<file path="src/hdl/tcr_pkg.sv">
// Shared types and codes of the text console renderer.
// Used by the top level, the address unit and the checker; depends on nothing.
`timescale 1ns / 1ps
`default_nettype none

package tcr_pkg;

  localparam int ADDR_W      = 20;
  localparam int GLYPH_W     = 64;
  localparam int COLOR_W     = 32;
  localparam int COL_W       = 7;
  localparam int ROW_W       = 6;
  localparam int GLYPH_COUNT = 256;
  localparam int CODE_W      = 8;

  // Operation codes of an input word.
  localparam logic [1:0] OP_PRINT  = 2'd0;
  localparam logic [1:0] OP_LOAD   = 2'd1;
  localparam logic [1:0] OP_CURSOR = 2'd2;
  localparam logic [1:0] OP_SCREEN = 2'd3;

  // Command kinds of a result word.
  localparam logic [1:0] KIND_CELL   = 2'd0;
  localparam logic [1:0] KIND_ROW    = 2'd1;
  localparam logic [1:0] KIND_SCREEN = 2'd2;

  // Configuration register indexes.
  localparam logic [1:0] CFG_TEXT_COLOR   = 2'd0;
  localparam logic [1:0] CFG_BACK_COLOR   = 2'd1;
  localparam logic [1:0] CFG_CLEAR_COLOR  = 2'd2;
  localparam logic [1:0] CFG_FRAME_OFFSET = 2'd3;

  // Control characters and the glyph a tab draws.
  localparam logic [CODE_W-1:0] CODE_TAB     = 8'd9;
  localparam logic [CODE_W-1:0] CODE_NEWLINE = 8'd10;
  localparam logic [CODE_W-1:0] CODE_SPACE   = 8'd32;

  // Most cells that one tab may draw.
  localparam logic [5:0] MAX_TAB_DRAWS = 6'd32;

  typedef struct packed {
    logic [1:0]         op;
    logic [CODE_W-1:0]  char_code;
    logic [GLYPH_W-1:0] glyph_bits;
    logic [COL_W-1:0]   cursor_col;
    logic [ROW_W-1:0]   cursor_row;
    logic               last_char;
  } in_word_t;

  typedef struct packed {
    logic [1:0]         kind;
    logic [ADDR_W-1:0]  word_address;
    logic [GLYPH_W-1:0] glyph_pattern;
    logic [COLOR_W-1:0] paint_color;
    logic [COL_W-1:0]   column_now;
    logic [ROW_W-1:0]   row_now;
    logic               last;
  } out_word_t;

  // Control from the sequencer to the address unit.
  typedef struct packed {
    logic             mul_en;
    logic [ROW_W-1:0] mul_row;
    logic [COL_W-1:0] col;
  } agu_ctrl_t;

endpackage

`default_nettype wire

</file>
<file path="src/hdl/tcr_agu.sv">
// Shared address unit: one registered row multiply and one add of product, cell offset and base.
// Depends on tcr_pkg for widths and the control struct.
`timescale 1ns / 1ps
`default_nettype none

module tcr_agu #(
  parameter int LINE_PITCH = 512
) (
  input  wire logic                      clk,
  input  wire tcr_pkg::agu_ctrl_t        ctrl,
  input  wire logic [tcr_pkg::ADDR_W-1:0] base,
  output      logic [tcr_pkg::ADDR_W-1:0] addr
);
  import tcr_pkg::*;

  // One text row is eight pixel lines of LINE_PITCH words.
  localparam int ROW_STRIDE = 8 * LINE_PITCH;

  logic [ADDR_W-1:0] prod_r;
  logic [ADDR_W-1:0] prod_nxt;
  logic [9:0]        cell_off;

  assign prod_nxt = ADDR_W'(ctrl.mul_row * ROW_STRIDE);

  always_ff @(posedge clk) begin
    if (ctrl.mul_en) begin
      prod_r <= prod_nxt;
    end
  end

  // Column times seven, as eight times minus one.
  assign cell_off = {ctrl.col, 3'b000} - {3'b000, ctrl.col};
  assign addr     = base + ADDR_W'(cell_off) + prod_r;

endmodule

`default_nettype wire

</file>
<file path="config.mk">
export PLATFORM = sky130hd
export DESIGN_NAME = tcr_agu
export DESIGN_NICKNAME = d
export VERILOG_FILES = /design/src/hdl/tcr_pkg.sv /design/src/hdl/tcr_agu.sv
export SDC_FILE = /design/constraint.sdc
export NUM_CORES = 1
export LEC_CHECK = 0
export ABC_CLOCK_PERIOD_IN_PS = 4700
export BUFFER_PORTS_ARGS = -buffer_cell sky130_fd_sc_hd__buf_2
export CORE_ASPECT_RATIO = 1.75
export CORE_MARGIN = 5
export CORE_UTILIZATION = 45
export DETAILED_ROUTE_END_ITERATION = 12
export GPL_ROUTABILITY_DRIVEN = 0
export PLACE_DENSITY = 0.83
export SKIP_LAST_GASP = 1
export SYNTH_ARGS = -nofsm -noshare
export SYNTH_HDL_FRONTEND = slang
export SYNTH_SLANG_ARGS = --single-unit
</file>
<file path="constraint.sdc">
create_clock -name clk -period 4.7 [get_ports clk]
set_input_delay 0.705 -clock clk [delete_from_list [all_inputs] [get_ports clk]]
set_output_delay 0.705 -clock clk [all_outputs]
set_load 0.05 [all_outputs]
</file>
==> summary.txt <==
Route
  – ANT nets after route: 0
  – Routed via count: 1590
  – Pre-antenna DRT Iters: 4
  – Total Wirelength: 3.842 mm
  – DR iter-0 viols: 37
  – Highest Signal Layer: met4
  – Met2 Wirelength: 2.297 mm
  – Remaining DRCs: 0
  – Wl on met1: 1.345 mm
  – WL/cell: 13.58 um
  – Drt via density: 5.618
  – Routed wl met3: 183 um

Logic synthesis
  – Async set or reset register ratio after synthesis: 0
  – Primary FF master, synth: edfxtp_1
  – Largest area contributor in the netlist: ha_1
  – Number of synthesized flops with an enable pin: 6
  – Sequential fraction of the synthesis area: 0.1240
  – Yosys top cell area share: 0.1895
  – Synthesized net count: 240
  – Post-Syn Area: 0.001453 sq mm
  – Synth Area per Inst: 7.982 sq um
  – Largest cells by area after synthesis: ha_1 (19%), edfxtp_1 (12%), xnor2_1 (5.4%)
  – Yosys cell types: 47
  – Flops & latches, synth: 6
  – Warnings, synthesis: 0
  – Gate Count Post-Synth: 182

Cells and area
  – Sequential cell area: 180.2 sq um
  – Area growth syn-to-layout: 28.42%
  – Commonest non-fill, non-tap cell in the layout: buf_2
  – Design Area, Final: 0.001866 sq mm
  – Antenna Cells: 0
  – Most frequent cells in the layout: buf_2 (54), ha_1 (21), nor2_1 (18)
  – Nets@finish: 300
  – Most flops, register: prod_r
  – Share of layout cells above drive strength 1: 0.3125
  – Fin util: 0.5938
  – Largest register FFs: 6
  – Regs by FF count: prod_r: 6 flops
  – Multi-input gate area: 0.001241 sq mm
  – Number of fill cells in the layout: 314

STA
  – Slew @ Worst Pin: 0.5757 ns
  – Period utilisation layout: 0.9722
  – Minimum hold slack: 0.6687 ns
  – Fin. Hold Viols: 0
  – Max Slew Vio Count: 0
  – Setup Viol. Count Final: 0
  – Unrepaired setup endpoints after global routing: false
  – F_max: 218.9 MHz
  – TNS Setup: 0 ns
  – Max-slew headroom: 0.6139
  – Tmin final: 4.569 ns

Global route
  – All-Layer GR Usage: 0.1742
  – Antenna violations before repair: 0
  – Global-route wire length before repair: 6.320 mm
  – Final global-route overflow total: 0
  – Number of global-route vias before repair: 1609
  – Pin count of the biggest net entering global routing: 14

Critical path
  – Setup crit start kind: input pin
  – Kind of critical path: in -> out
  – Crit path DAT: 3.86 ns
  – Max incr delay on CP: 0.50 ns
  – Crit path max fanout: 6
  – Crit-path cells: buf_2 > ha_1 > and3b_1 > o21a_1 > o21a_1 > a311o_1 > ha_1 > a21oi_2 > o211ai_2 > o211ai_4 > a21oi_1 > or4_1 > buf_2
  – Worst setup EP type: output pin
  – Worst path required time: 3.99 ns
  – Slowest-stage cell, CP: or4_1

Clocking
  – Root Buffer: clkbuf_8
  – Post-CTS Hold Buffers: 0
  – Worst-path clk slew: 0.03 ns
  – Clock sinks: 6
  – H-tree depth: 1
  – CTS tree: done
  – Clock buffer depth: 2
  – Num CTS Buffers: 3

Floorplan
  – Initial Utilization: 0.4624
  – Die area: 0.004509 sq mm
  – Die width: 52.95 um
  – Core area: 0.003142 sq mm
  – Num ports: 55
  – Rows: 27
  – Die height: 85.16 um

Place
  – HPWL Detailed: 3.333 mm
  – IO buf count: 54
  – Area after DPL: 0.001774 sq mm

Status
  – Status: completed

Power
  – Logic pwr share: 0.789
  – Pint: 278.1 uW
  – Peak supply drop: 0.2640 mV
  – Pwr Density: 351.3 mW/mm^2
  – Total power: 655.4 uW
  – Switching part of the total: 0.5757
  – Sequential Power Share: 0.100
  – Leak pwr: 0.0008727 uW
  – Clock network power share: 0.111
  – Sw Pwr: 377.3 uW

Run
  – Max Cap Viol: 0

Min path
  – Worst min path class: in -> reg
## cell type report
cell class | instances | area share
timing repair buffer | 57 | 0.1569
clock buffer | 3 | 0.02213
multi-input combinational | 159 | 0.6653
tap | 43 | 0.02884
inverter | 15 | 0.03018
sequential | 6 | 0.09658
## logic make-up after synthesis
family / after synthesis / synth area share
simple gates: 60 / 0.2162
compound gates: 58 / 0.2980
fa+ha+maj: 23 / 0.2033
xor+xnor: 17 / 0.1025
buf+inv: 17 / 0.04909
flops: 6 / 0.1240
mux: 1 / 0.006891
## path summary, 6_finish.rpt
| path | start | endpoint | slack (ns) | depth (start not counted) |
|---|---|---|---|---|
| min | ctrl[10] | prod_r[15]$_DFFE_PP_ | 0.67 | 1 |
| max | ctrl[0] | addr[19] | 0.13 | 13 |
## synth_stat cells (all sizes together) (2+ instances only)
cell / n
a31oi: 2
o211ai: 6
o311ai: 2
nor4: 2
edfxtp: 6
xnor2: 9
a21o: 3
and3: 3
a311oi: 2
a211oi: 4
nand2: 10
nor3: 5
o21ai: 10
xor2: 8
o21a: 4
a21oi: 15
nand3: 8
and4: 2
nor2: 18
ha: 22
o31ai: 3
or4: 4
inv: 15
nand3b: 2
## layer usage
| layer | up-vias | track usage |
|---|---|---|
| met2 | 40 | 0.3575 |
| li1 | 818 | - |
| met5 | - | 0 |
| met1 | 730 | 0.1674 |
| met4 | 0 | 0.04186 |
| met3 | 2 | 0.02460 |
## worst max-delay path: cells and delay by family
kind | cells | cell delay (ns)
compound gates | 7 | 1.45
fa+ha+maj | 2 | 0.64
buf+inv | 2 | 0.35
simple gates | 2 | 0.71
## power by group through the flow
stage,sequential (uW),combinational (uW),clock (uW)
final,65.2,517,72.7
after global routing,65.6,555,76.9
after CTS,65.3,508,73.3
after detailed placement,66.0,505,0
after global placement,65.9,501,0
after floorplan,65.7,404,0
## metrics by stage
| stage | worst slack [ns] | cells |
|---|---|---|
| 3_3_place_gp | 0.1753 | 277 |
| 5_1_grt | 0.002469 | 283 |
| 4_1_cts | 0.1247 | 280 |
| 3_5_place_dp | 0.1361 | 277 |
| 2_1_floorplan | 0.04644 | 182 |
| 6_report | 0.1308 | 283 |
## repair_timing
item                                    in CTS  in global routing
endpoints found under the setup margin       0                  3
setup buffers                                0                  3
resized for setup                            0                  4
(Power assumes the default switching activity.)
